`src/hw/rtl/scalar_kalman_filter_assert.svh`:
```
// assertion macros for the scalar kalman filter
// expects signals clk and rst in the scope where a macro is used
`ifndef SCALAR_KALMAN_FILTER_ASSERT_SVH
`define SCALAR_KALMAN_FILTER_ASSERT_SVH

// same-cycle implication
`define SKF_ASSERT_NOW(label, ante, cons, msg) \
  label: assert property (@(posedge clk) disable iff (rst) (ante) |-> (cons)) \
    else $error(msg);

// next-cycle implication
`define SKF_ASSERT_NEXT(label, ante, cons, msg) \
  label: assert property (@(posedge clk) disable iff (rst) (ante) |=> (cons)) \
    else $error(msg);

`endif

```
`src/hw/rtl/skf_pkg.sv`:
```
// shared types and constants for the scalar kalman filter
// no dependencies
`default_nettype none

package skf_pkg;

  localparam int DATA_WIDTH_DEF  = 32;
  localparam int FRAC_BITS_DEF   = 16;
  localparam int CFG_INDEX_WIDTH = 2;

  // configuration register indexes
  localparam logic [CFG_INDEX_WIDTH-1:0] REG_PROCESS_NOISE    = 2'd0;
  localparam logic [CFG_INDEX_WIDTH-1:0] REG_MEASURE_NOISE    = 2'd1;
  localparam logic [CFG_INDEX_WIDTH-1:0] REG_INITIAL_ESTIMATE = 2'd2;

  // commands from controller to datapath
  typedef struct packed {
    logic load;      // take sample, predict covariance
    logic prep;      // set up divider and difference
    logic div_step;  // one restoring division step
    logic gain;      // select gain, arm multipliers
    logic mul_step;  // one shift-add step of both products
    logic update;    // write estimate, covariance and result
  } skf_cmd_t;

  // status from datapath to controller
  typedef struct packed {
    logic out_hold;  // result register full and stalled
  } skf_status_t;

endpackage

`default_nettype wire

```
`src/hw/rtl/scalar_kalman_filter.sv`:
```
// scalar kalman filter: one signed fixed-point sample in, one estimate out
// one sample at a time: the next sample is taken only after the previous result is written,
//   which follows the serial gain divider (FRAC_BITS steps) and the shift-add multipliers
//   (FRAC_BITS+1 steps) and waits while a stalled result is still held
// reset: synchronous, clears estimate, covariance and started flag; registers take
//   process_noise 0, measure_noise 1.0, initial_estimate 0
`default_nettype none

`include "scalar_kalman_filter_assert.svh"

module scalar_kalman_filter
  import skf_pkg::*;
#(
  parameter int DATA_WIDTH = DATA_WIDTH_DEF,
  parameter int FRAC_BITS  = FRAC_BITS_DEF
) (
  input  logic                         clk,
  input  logic                         rst,
  // sample channel
  input  logic                         in_valid,
  output logic                         in_stall,
  input  logic signed [DATA_WIDTH-1:0] sample,
  // estimate channel
  output logic                         out_valid,
  input  logic                         out_stall,
  output logic signed [DATA_WIDTH-1:0] estimate,
  // register write port
  input  logic                         cfg_wen,
  input  logic [CFG_INDEX_WIDTH-1:0]   cfg_index,
  input  logic [DATA_WIDTH-1:0]        cfg_data
);

  // measurement noise resets to 1.0 in q format
  localparam logic [DATA_WIDTH-1:0] MEASURE_NOISE_RST = DATA_WIDTH'(1) << FRAC_BITS;

  logic        [DATA_WIDTH-1:0] process_noise;
  logic        [DATA_WIDTH-1:0] measure_noise;
  logic signed [DATA_WIDTH-1:0] initial_estimate;

  skf_cmd_t    cmd;
  skf_status_t status;

  // register file; an index beyond the list is dropped
  always_ff @(posedge clk) begin
    if (rst) begin
      process_noise    <= '0;
      measure_noise    <= MEASURE_NOISE_RST;
      initial_estimate <= '0;
    end else if (cfg_wen) begin
      case (cfg_index)
        REG_PROCESS_NOISE:    process_noise    <= cfg_data;
        REG_MEASURE_NOISE:    measure_noise    <= cfg_data;
        REG_INITIAL_ESTIMATE: initial_estimate <= cfg_data;
        default: begin
        end
      endcase
    end
  end

  // controller: accepts a transfer only when idle, then steps the datapath
  skf_ctrl #(
    .FRAC_BITS (FRAC_BITS)
  ) u_ctrl (
    .clk      (clk),
    .rst      (rst),
    .in_valid (in_valid),
    .in_stall (in_stall),
    .status   (status),
    .cmd      (cmd)
  );

  // datapath: prediction, gain division, correction, result register
  skf_dp #(
    .DATA_WIDTH (DATA_WIDTH),
    .FRAC_BITS  (FRAC_BITS)
  ) u_dp (
    .clk              (clk),
    .rst              (rst),
    .cmd              (cmd),
    .status           (status),
    .sample           (sample),
    .process_noise    (process_noise),
    .measure_noise    (measure_noise),
    .initial_estimate (initial_estimate),
    .estimate         (estimate),
    .out_valid        (out_valid),
    .out_stall        (out_stall)
  );

  // after an input transfer the block stays busy for the whole computation
  `SKF_ASSERT_NEXT(a_busy_after_accept, in_valid && !in_stall, in_stall, "ready right after accept")
  // a new result appears exactly as the controller returns to idle
  `SKF_ASSERT_NOW(a_idle_on_result, $rose(out_valid), !in_stall, "result without return to idle")
  // a new result only comes out of a busy period
  `SKF_ASSERT_NOW(a_result_from_work, $rose(out_valid), $past(in_stall), "result while idle")

endmodule

`default_nettype wire

```
`src/hw/rtl/skf_ctrl.sv`:
```
// sequencing state machine for the scalar kalman filter
// depends on skf_pkg
`default_nettype none

module skf_ctrl
  import skf_pkg::*;
#(
  parameter int FRAC_BITS = FRAC_BITS_DEF
) (
  input  logic        clk,
  input  logic        rst,
  input  logic        in_valid,
  output logic        in_stall,
  input  skf_status_t status,
  output skf_cmd_t    cmd
);

  localparam int CNT_W = $clog2(FRAC_BITS + 1);
  localparam logic [CNT_W-1:0] DIV_LAST = CNT_W'(FRAC_BITS - 1);
  localparam logic [CNT_W-1:0] MUL_LAST = CNT_W'(FRAC_BITS);

  typedef enum logic [5:0] {
    S_IDLE = 6'b000001,
    S_PREP = 6'b000010,
    S_DIV  = 6'b000100,
    S_GAIN = 6'b001000,
    S_MUL  = 6'b010000,
    S_UPD  = 6'b100000
  } state_t;

  state_t           state, state_next;
  logic [CNT_W-1:0] cnt, cnt_next;

  always_comb begin
    state_next = state;
    cnt_next   = cnt;
    cmd        = '0;
    in_stall   = 1'b1;
    case (state)
      S_IDLE: begin
        in_stall = 1'b0;
        if (in_valid) begin
          cmd.load   = 1'b1;
          state_next = S_PREP;
        end
      end
      S_PREP: begin
        cmd.prep   = 1'b1;
        cnt_next   = '0;
        state_next = S_DIV;
      end
      S_DIV: begin
        cmd.div_step = 1'b1;
        cnt_next     = cnt + 1'b1;
        if (cnt == DIV_LAST) begin
          state_next = S_GAIN;
        end
      end
      S_GAIN: begin
        cmd.gain   = 1'b1;
        cnt_next   = '0;
        state_next = S_MUL;
      end
      S_MUL: begin
        cmd.mul_step = 1'b1;
        cnt_next     = cnt + 1'b1;
        if (cnt == MUL_LAST) begin
          state_next = S_UPD;
        end
      end
      S_UPD: begin
        if (!status.out_hold) begin
          cmd.update = 1'b1;
          state_next = S_IDLE;
        end
      end
      default: begin
        state_next = S_IDLE;
      end
    endcase
  end

  always_ff @(posedge clk) begin
    if (rst) begin
      state <= S_IDLE;
      cnt   <= '0;
    end else begin
      state <= state_next;
      cnt   <= cnt_next;
    end
  end

endmodule

`default_nettype wire

```
`src/hw/rtl/skf_dp.sv`:
```
// datapath of the scalar kalman filter: state, divider, serial multipliers
// depends on skf_pkg
`default_nettype none

module skf_dp
  import skf_pkg::*;
#(
  parameter int DATA_WIDTH = DATA_WIDTH_DEF,
  parameter int FRAC_BITS  = FRAC_BITS_DEF
) (
  input  logic                         clk,
  input  logic                         rst,
  input  skf_cmd_t                     cmd,
  output skf_status_t                  status,
  input  logic signed [DATA_WIDTH-1:0] sample,
  input  logic        [DATA_WIDTH-1:0] process_noise,
  input  logic        [DATA_WIDTH-1:0] measure_noise,
  input  logic signed [DATA_WIDTH-1:0] initial_estimate,
  output logic signed [DATA_WIDTH-1:0] estimate,
  output logic                         out_valid,
  input  logic                         out_stall
);

  localparam int DW = DATA_WIDTH;
  localparam int RW = DW + 2;           // division remainder
  localparam int GW = FRAC_BITS + 1;    // gain, q0.frac plus the one bit
  localparam int PW = DW + 1 + GW;      // signed difference times gain
  localparam int CW = DW + GW;          // covariance times one minus gain
  localparam int XW = DW + 2;           // widened estimate sum
  localparam logic [GW-1:0] ONE_G = GW'(1) << FRAC_BITS;

  logic signed [DW-1:0]        est;
  logic        [DW-1:0]        cov;
  logic                        started;
  logic signed [DW-1:0]        samp;
  logic        [DW-1:0]        pm;
  logic        [DW:0]          den;
  logic        [RW-1:0]        rem;
  logic        [FRAC_BITS-1:0] q;
  logic signed [DW:0]          diff;
  logic        [GW-1:0]        gm;
  logic        [GW-1:0]        hm;
  logic signed [PW-1:0]        pacc;
  logic        [CW-1:0]        cacc;

  logic        [DW:0]   pm_sum;
  logic        [RW-1:0] rem_sh;
  logic                 rem_ge;
  logic        [GW-1:0] g_sel;
  logic signed [PW-1:0] diff_ext;
  logic signed [PW-1:0] padd;
  logic        [CW-1:0] cadd;
  logic signed [XW-1:0] est_ext;
  logic signed [XW-1:0] nx_wide;
  logic signed [DW-1:0] nx;

  // saturating covariance prediction
  assign pm_sum = {1'b0, cov} + {1'b0, process_noise};

  // restoring division step
  assign rem_sh = rem << 1;
  assign rem_ge = (rem_sh >= {1'b0, den});

  // zero divisor gives no gain, zero measurement noise gives full gain
  always_comb begin
    if (den == '0) begin
      g_sel = '0;
    end else if (measure_noise == '0) begin
      g_sel = ONE_G;
    end else begin
      g_sel = {1'b0, q};
    end
  end

  // msb-first shift-add partial products
  assign diff_ext = PW'(diff);

  always_comb begin
    if (gm[GW-1]) begin
      padd = diff_ext;
    end else begin
      padd = '0;
    end
    if (hm[GW-1]) begin
      cadd = CW'(pm);
    end else begin
      cadd = '0;
    end
  end

  // floor of the scaled step, then clamp to the signed range
  assign est_ext = XW'(est);
  assign nx_wide = est_ext + pacc[PW-1:FRAC_BITS];

  always_comb begin
    if (!nx_wide[XW-1] && (nx_wide[XW-2:DW-1] != '0)) begin
      nx = {1'b0, {(DW-1){1'b1}}};
    end else if (nx_wide[XW-1] && (nx_wide[XW-2:DW-1] != '1)) begin
      nx = {1'b1, {(DW-1){1'b0}}};
    end else begin
      nx = nx_wide[DW-1:0];
    end
  end

  assign status.out_hold = out_valid && out_stall;

  always_ff @(posedge clk) begin
    if (rst) begin
      est       <= '0;
      cov       <= '0;
      started   <= 1'b0;
      out_valid <= 1'b0;
    end else begin
      if (cmd.load) begin
        started <= 1'b1;
        if (!started) begin
          est <= initial_estimate;
        end
      end
      if (cmd.update) begin
        est       <= nx;
        cov       <= cacc[FRAC_BITS +: DW];
        out_valid <= 1'b1;
      end else if (out_valid && !out_stall) begin
        out_valid <= 1'b0;
      end
    end
  end

  always_ff @(posedge clk) begin
    if (cmd.load) begin
      samp <= sample;
      if (pm_sum[DW]) begin
        pm <= '1;
      end else begin
        pm <= pm_sum[DW-1:0];
      end
    end
    if (cmd.prep) begin
      den  <= {1'b0, pm} + {1'b0, measure_noise};
      rem  <= {2'b00, pm};
      q    <= '0;
      diff <= (DW + 1)'(samp) - (DW + 1)'(est);
    end
    if (cmd.div_step) begin
      if (rem_ge) begin
        rem <= rem_sh - {1'b0, den};
      end else begin
        rem <= rem_sh;
      end
      q <= {q[FRAC_BITS-2:0], rem_ge};
    end
    if (cmd.gain) begin
      gm   <= g_sel;
      hm   <= ONE_G - g_sel;
      pacc <= '0;
      cacc <= '0;
    end
    if (cmd.mul_step) begin
      pacc <= (pacc <<< 1) + padd;
      cacc <= (cacc << 1) + cadd;
      gm   <= gm << 1;
      hm   <= hm << 1;
    end
    if (cmd.update) begin
      estimate <= nx;
    end
  end

endmodule

`default_nettype wire

```
`config.mk`:
```
export PLATFORM = sky130hd
export DESIGN_NAME = scalar_kalman_filter
export DESIGN_NICKNAME = d
export VERILOG_FILES = /design/src/hw/rtl/skf_pkg.sv /design/src/hw/rtl/scalar_kalman_filter.sv /design/src/hw/rtl/skf_ctrl.sv /design/src/hw/rtl/skf_dp.sv
export VERILOG_INCLUDE_DIRS = /design/src /design/src/hw/rtl
export SDC_FILE = /design/constraint.sdc
export NUM_CORES = 1
export LEC_CHECK = 0
export BUFFER_PORTS_ARGS = -buffer_cell sky130_fd_sc_hd__buf_4
export CAP_MARGIN = 30
export CORE_MARGIN = 2
export CORE_UTILIZATION = 25
export CTS_BUF_LIST = sky130_fd_sc_hd__clkbuf_4 sky130_fd_sc_hd__clkbuf_8
export CTS_CLUSTER_DIAMETER = 120
export CTS_CLUSTER_SIZE = 28
export DETAILED_ROUTE_END_ITERATION = 7
export PLACE_DENSITY_LB_ADDON = 0.05
export RECOVER_POWER = 25
export SYNTH_ARGS = -nofsm -noshare
export SYNTH_HDL_FRONTEND = slang
export SYNTH_HIERARCHICAL = 1
export SYNTH_SLANG_ARGS = --single-unit
```
`constraint.sdc`:
```
create_clock -name clk -period 14.7 [get_ports clk]
set_clock_uncertainty 0.2 [all_clocks]
set_input_delay 2.94 -clock clk [delete_from_list [all_inputs] [get_ports clk]]
set_output_delay 2.94 -clock clk [all_outputs]
set_load 0.01 [all_outputs]
```
# Word-level counts from Yosys, hierarchy flattened
# Index checks and enable logic that the tools add are counted.
# totals
regBits	516
out_inout_bits	34
wordCells	109
inputBits	71
# classes
reduce_logical	22
magnitude_cmp	1
n_eq_ne	16
add_sub_neg	9
muxes	39
# op_table
cell	n
32-bit 2-to-1 mux	6
50-bit 2-to-1 mux	3
17-bit 2-to-1 mux	6
33-bit 2-to-1 mux	3
48-bit 2-to-1 mux	2
32-bit by 32-bit adder with 33-bit output	2
50-bit adder	1
48-bit by 32-bit adder with 48-bit output	1
6-bit one-hot mux with 6 select lines	1
34-bit adder	1
34-bit by 33-bit >= comparator with 1-bit output	1
33-bit zero test	1
32-bit by 32-bit subtractor with 33-bit output	1
33-bit subtractor	1
32-bit zero test	1
16-bit 2-to-1 mux	2
6-bit 2-to-1 mux	4
17-bit subtractor (first input constant)	1
2-bit nonzero test	6
1-bit 2-to-1 mux	11
5-bit one-hot mux with 2 select lines	1
2-bit inequality test (second input constant)	4
2-bit AND reduction	4
6-bit by 1-bit == test with 1-bit output (second input constant)	1
16 further kinds	22

# Longest topological paths before layout
# logic_depth
depth_word	6
mapped_depth	15
ltp_nobuf	13

# By module
# Netlist, hierarchy kept.
# modules_own_cells
module	cells_per_inst	area_each_um2	seq_area_each_um2	n_inst
skf_dp	3012	28458.5	11581.1	1
scalar_kalman_filter	352	3900.0	1921.8	1
skf_ctrl	78	654.4	220.2	1

# Worst setup path after synthesis
# No wires, ideal clock.
# synth_timing
path_kind	input port to flip-flop
start	input out_stall
end	register u_dp.cov[10]
slack_ns	6.772
setup_time_ns	0.128
required_time_ns	14.372
stages	6
t_arrival_ns	7.601
path_buffers	2
cell_sequence	and2_1 > nor4bb_1 > clkbuf_1 > buf_1 > mux2i_1 > nor2_1
# synth_lines
element	line	source
start, declared	scalar_kalman_filter.sv:25	input logic out_stall,
end signal, assigned	skf_dp.sv:122	cov <= cacc[FRAC_BITS +: DW];
end, declared	skf_dp.sv:33	logic [DW-1:0] cov;

==> run_results.csv <==
group,metric,value,unit
placed_design,dpl.hpwl,86400,µm
route,vias,25400,
placed_design,port_buffers,104,
floorplan,die-width,367,µm
route,wl_per_cell,21.7,µm
synth,syn_nets,3765,
timing,setup_viol,0,
cells_and_area,final_common_cell,"edfxtp_1",
synth,yosys.area_share.xor_xnor,0.0507,
run_status,violations,"max-capacitance violations, max-slew violations",
synth,synth-seq-cells,515,
timing,setup_tns,0,ns
setup_path,end_kind,"register",
cells_and_area,layout_common_cells,"341 x edfxtp_1, 265 x nor2_1, 250 x nand2_1, 246 x a21oi_1, 245 x ha_1",
clock_network,cts.repair.resized,0,
synth,synthMuxAreaShare,0.0424,
min_path,hp-class,"reg2reg",
placed_design,place.gp.congestion,0.827,
floorplan,ios,105,
cells_and_area,final_core_util,0.278,
clock_network,cts_sinks,515,
setup_path,reg2reg_slack,7.37,ns
flow_run,maxCapViolations,8,
clock_network,cts_root_buffer,"clkbuf_8",
synth,synth_top_area_share,0.310,
power,vdd_drop_max,0.0587,mV
setup_path,cp.depth,5,
clock_network,hold_buffers,0,
floorplan,fp.dieH,367,µm
synth,netlist_area,0.0330,mm²
synth,yosys-top-cells-area,"edfxtp_1 31%, dfxtp_1 11%, ha_1 9.3%",
synth,syn_area_per_cell,9.59,µm²
setup_path,arrival,7.54,ns
route,drcViolationCount,0,
synth,yosys.area_share.simple,0.176,
timing,layout_setup_ws,7.37,ns
floorplan,die-area,0.135,mm²
cells_and_area,fin_nets,3802,
synth,ys_types,95,
setup_path,cp_slowest_cell,"or2_0",
setup_path,r2r_end,"u_dp/cacc[42]$_SDFFCE_PN0P_",
timing,slew_headroom,-1.39,
floorplan,start_util,0.251,
power,p_leak,14.1,nW
min_path,hp-start,"process_noise[31]$_SDFFE_PP0P_",
run_status,status,"complete, but fails checks",
power,pwr_density_cell,97.2,mW/mm²
synth,synth_enable_flop_cells,341,
cells_and_area,layout-drive-gt1-share,0.0646,
route,ant_nets,0,
synth,ys_seq_area_frac,0.416,
setup_path,cp.required,14.91,ns
route,drt-pass1-iter-count,5,
setup_path,cp-start-kind,"register",
setup_path,path_cells,"or4_1 -> nor2b_4 -> or2_0 -> clkbuf_1 -> buf_4",
min_path,hold_depth,2,
floorplan,core,0.131,mm²
synth,yosys.area.top_type,"edfxtp_1",
setup_path,critPathTopFamily,"simple AND/OR/NAND/NOR gates",
synth,synth_compound_area_frac,0.183,
grt,overflow,0,
synth,synthArstFlopShare,0,
synth,syn_inst,3442,
grt,grt_pass1_wl,170000,µm
route,drt_wl_total,114000,µm
clock_network,cts_buffers,29,
synth,yosysWarnings,6,
timing,finalCriticalPeriod,7.33,ns
setup_path,r2r.worst_path.cells,5,
timing,rsz0062_at_grt,"no",
synth,synth_top_family_by_area,"compound AO/OA/AOI/OAI gates",
timing,hold_viol_final,0,
min_path,hold_path_end,"process_noise[31]$_SDFFE_PP0P_",
setup_path,cpPeakStageDelay,2.30,ns
timing,max_freq,136,MHz
setup_path,path_class,"reg2reg",
clock_network,cts_buffer_depth,3,
synth,synthAdderAreaFrac,0.0971,
setup_path,rr_startpoint,"u_ctrl/state[5]$_SDFFE_PP0P_",
clock_network,cts_tree,"built",
clock_network,h-tree-depth,1,
grt,grt_pass1_vias,25400,
timing,period_share,0.499,
setup_path,crit_fanout,52,
grt,antenna_found_initial,12,
clock_network,clk-insertion-delay-late,0.80,ns
setup_path,crit_buf_inv,2,
clock_network,clk_pin_slew,0.17,ns
floorplan,rows,133,
clock_network,cts_setup_buffers,0,
cells_and_area,fillers,13900,
route,vias_per_cell,4.83,
grt,track_usage,0.165,
timing,tightest_slew,3.58,ns
grt,grt_start_max_net_pins,94,
route,drt_iter0_markers,1486,
synth,ys.flop_type,"edfxtp_1",
timing,final_max_slew_viol_count,361,
placed_design,dpl_worst_slack,9.00,ns
cells_and_area,area_growth,10.4,%
==> worst min-delay path, delay by kind of cell, from the launching register on <==
family	cells	cell delay, ns
mux	1	0.06
simple gates	1	0.06
flops	1	0.35
==> metal layers <==
metal  wire [µm]  GRT usage  up-vias
met5          61          0        -
met4        3380     0.0441       10
met2       50800      0.261      354
li1            -          -    12700
met3        3130     0.0158       98
met1       56900      0.238    12300
==> how the worst max path moves through the flow <==
| stage | slack (ns) | to | from |
|---|---|---|---|
| finish | 7.37 | u_dp/cacc[42]$_SDFFCE_PN0P_ | u_ctrl/state[5]$_SDFFE_PP0P_ |
| global route | 6.63 | u_dp/cacc[42]$_SDFFCE_PN0P_ | u_ctrl/state[5]$_SDFFE_PP0P_ |
| CTS | 9.23 | in_stall | u_ctrl/state[1]$_SDFFE_PP0P_ |
| detailed placement | 9.00 | u_dp/cov[30]$_SDFFE_PP0P_ | out_stall |
| global placement | 9.02 | u_dp/cov[3]$_SDFFE_PP0P_ | out_stall |
| floorplan | 6.77 | u_dp/cov[10]$_SDFFE_PP0P_ | out_stall |
==> report_power, final <==
group	leakage [nW]	internal, mW	switching, mW	total (mW)
sequential	4.39	1.65	0.0872	1.74
clock	0.367	0.267	0.589	0.855
combinational	9.34	0.356	0.595	0.951
==> cell families after synthesis <==
group,count (synthesis)
AND/OR/NAND/NOR,1144
buffers and inverters,288
multiplexers,140
adder cells (fa/ha/maj),252
AO/OA/AOI/OAI,912
flip-flops,515
XOR/XNOR,191
==> registers in the layout, summed over array words and instances (netlist names) <==
register,count
u_dp/pacc,50
u_dp/cacc,48
u_dp/den,33
u_dp/diff,33
u_dp/rem,33
initial_estimate,32
measure_noise,32
process_noise,32
u_dp/cov,32
u_dp/est,32
u_dp/estimate,32
u_dp/pm,32
u_dp/samp,32
u_dp/gm,17
u_dp/hm,16
u_dp/q,16
u_ctrl/state,6
u_ctrl/cnt,5
u_dp/out_valid,1
u_dp/started,1
==> final cells by class <==
type	count	area (µm²)	share of cell area
Timing Repair Buffer	141	1060	0.0290
Tap cell	1755	2200	0.0603
Clock buffer	33	435	0.0119
Sequential cell	515	13700	0.377
Antenna cell	1	2.50	0.0000687
Inverter	153	576	0.0158
Clock inverter	20	282	0.00773
Multi-Input combinational cell	2639	18200	0.499
==> cells in the mapped netlist, types with 7 or more instances <==
| cell type | number |
|---|---|
| mux2i_1 | 140 |
| nor2b_1 | 35 |
| a221oi_1 | 7 |
| o21bai_1 | 29 |
| or2_2 | 7 |
| nor3b_1 | 11 |
| a22o_1 | 26 |
| nand3b_1 | 12 |
| o21ai_1 | 7 |
| and3_1 | 40 |
| o22ai_1 | 9 |
| buf_2 | 15 |
| a31oi_1 | 41 |
| a211oi_1 | 85 |
| o211ai_1 | 19 |
| edfxtp_1 | 341 |
| clkbuf_1 | 101 |
| a2111oi_0 | 7 |
| nand2_1 | 250 |
| a21oi_1 | 247 |
| buf_6 | 8 |
| o21a_1 | 33 |
| a211o_1 | 10 |
| nor4_1 | 27 |
| o21ai_0 | 172 |
| a21o_1 | 114 |
| ha_1 | 245 |
| inv_1 | 152 |
| nand2b_1 | 166 |
| xnor2_1 | 116 |
| o221ai_1 | 8 |
| dfxtp_1 | 174 |
| and2_1 | 109 |
| or3_1 | 23 |
| nor2_1 | 265 |
| nand3_1 | 80 |
| o31ai_1 | 10 |
| nor3_1 | 56 |
| nand4_1 | 39 |
| o2111ai_1 | 7 |
| xor2_1 | 75 |
| fa_1 | 7 |
==> per-stage QoR <==
step | power (mW) | std cells | instance area, µm² | hold slack (ns)
floorplan | 2.38 | 3442 | 33000 | 0.241
global placement | 2.75 | 5199 | 35700 | 0.271
detailed placement | 2.73 | 5203 | 35800 | 0.268
CTS | 3.62 | 5256 | 36500 | 0.298
global route | 3.75 | 5257 | 36400 | 0.316
finish | 3.54 | 5257 | 36400 | 0.294
Note: power is estimated with default switching activity, not from simulation.
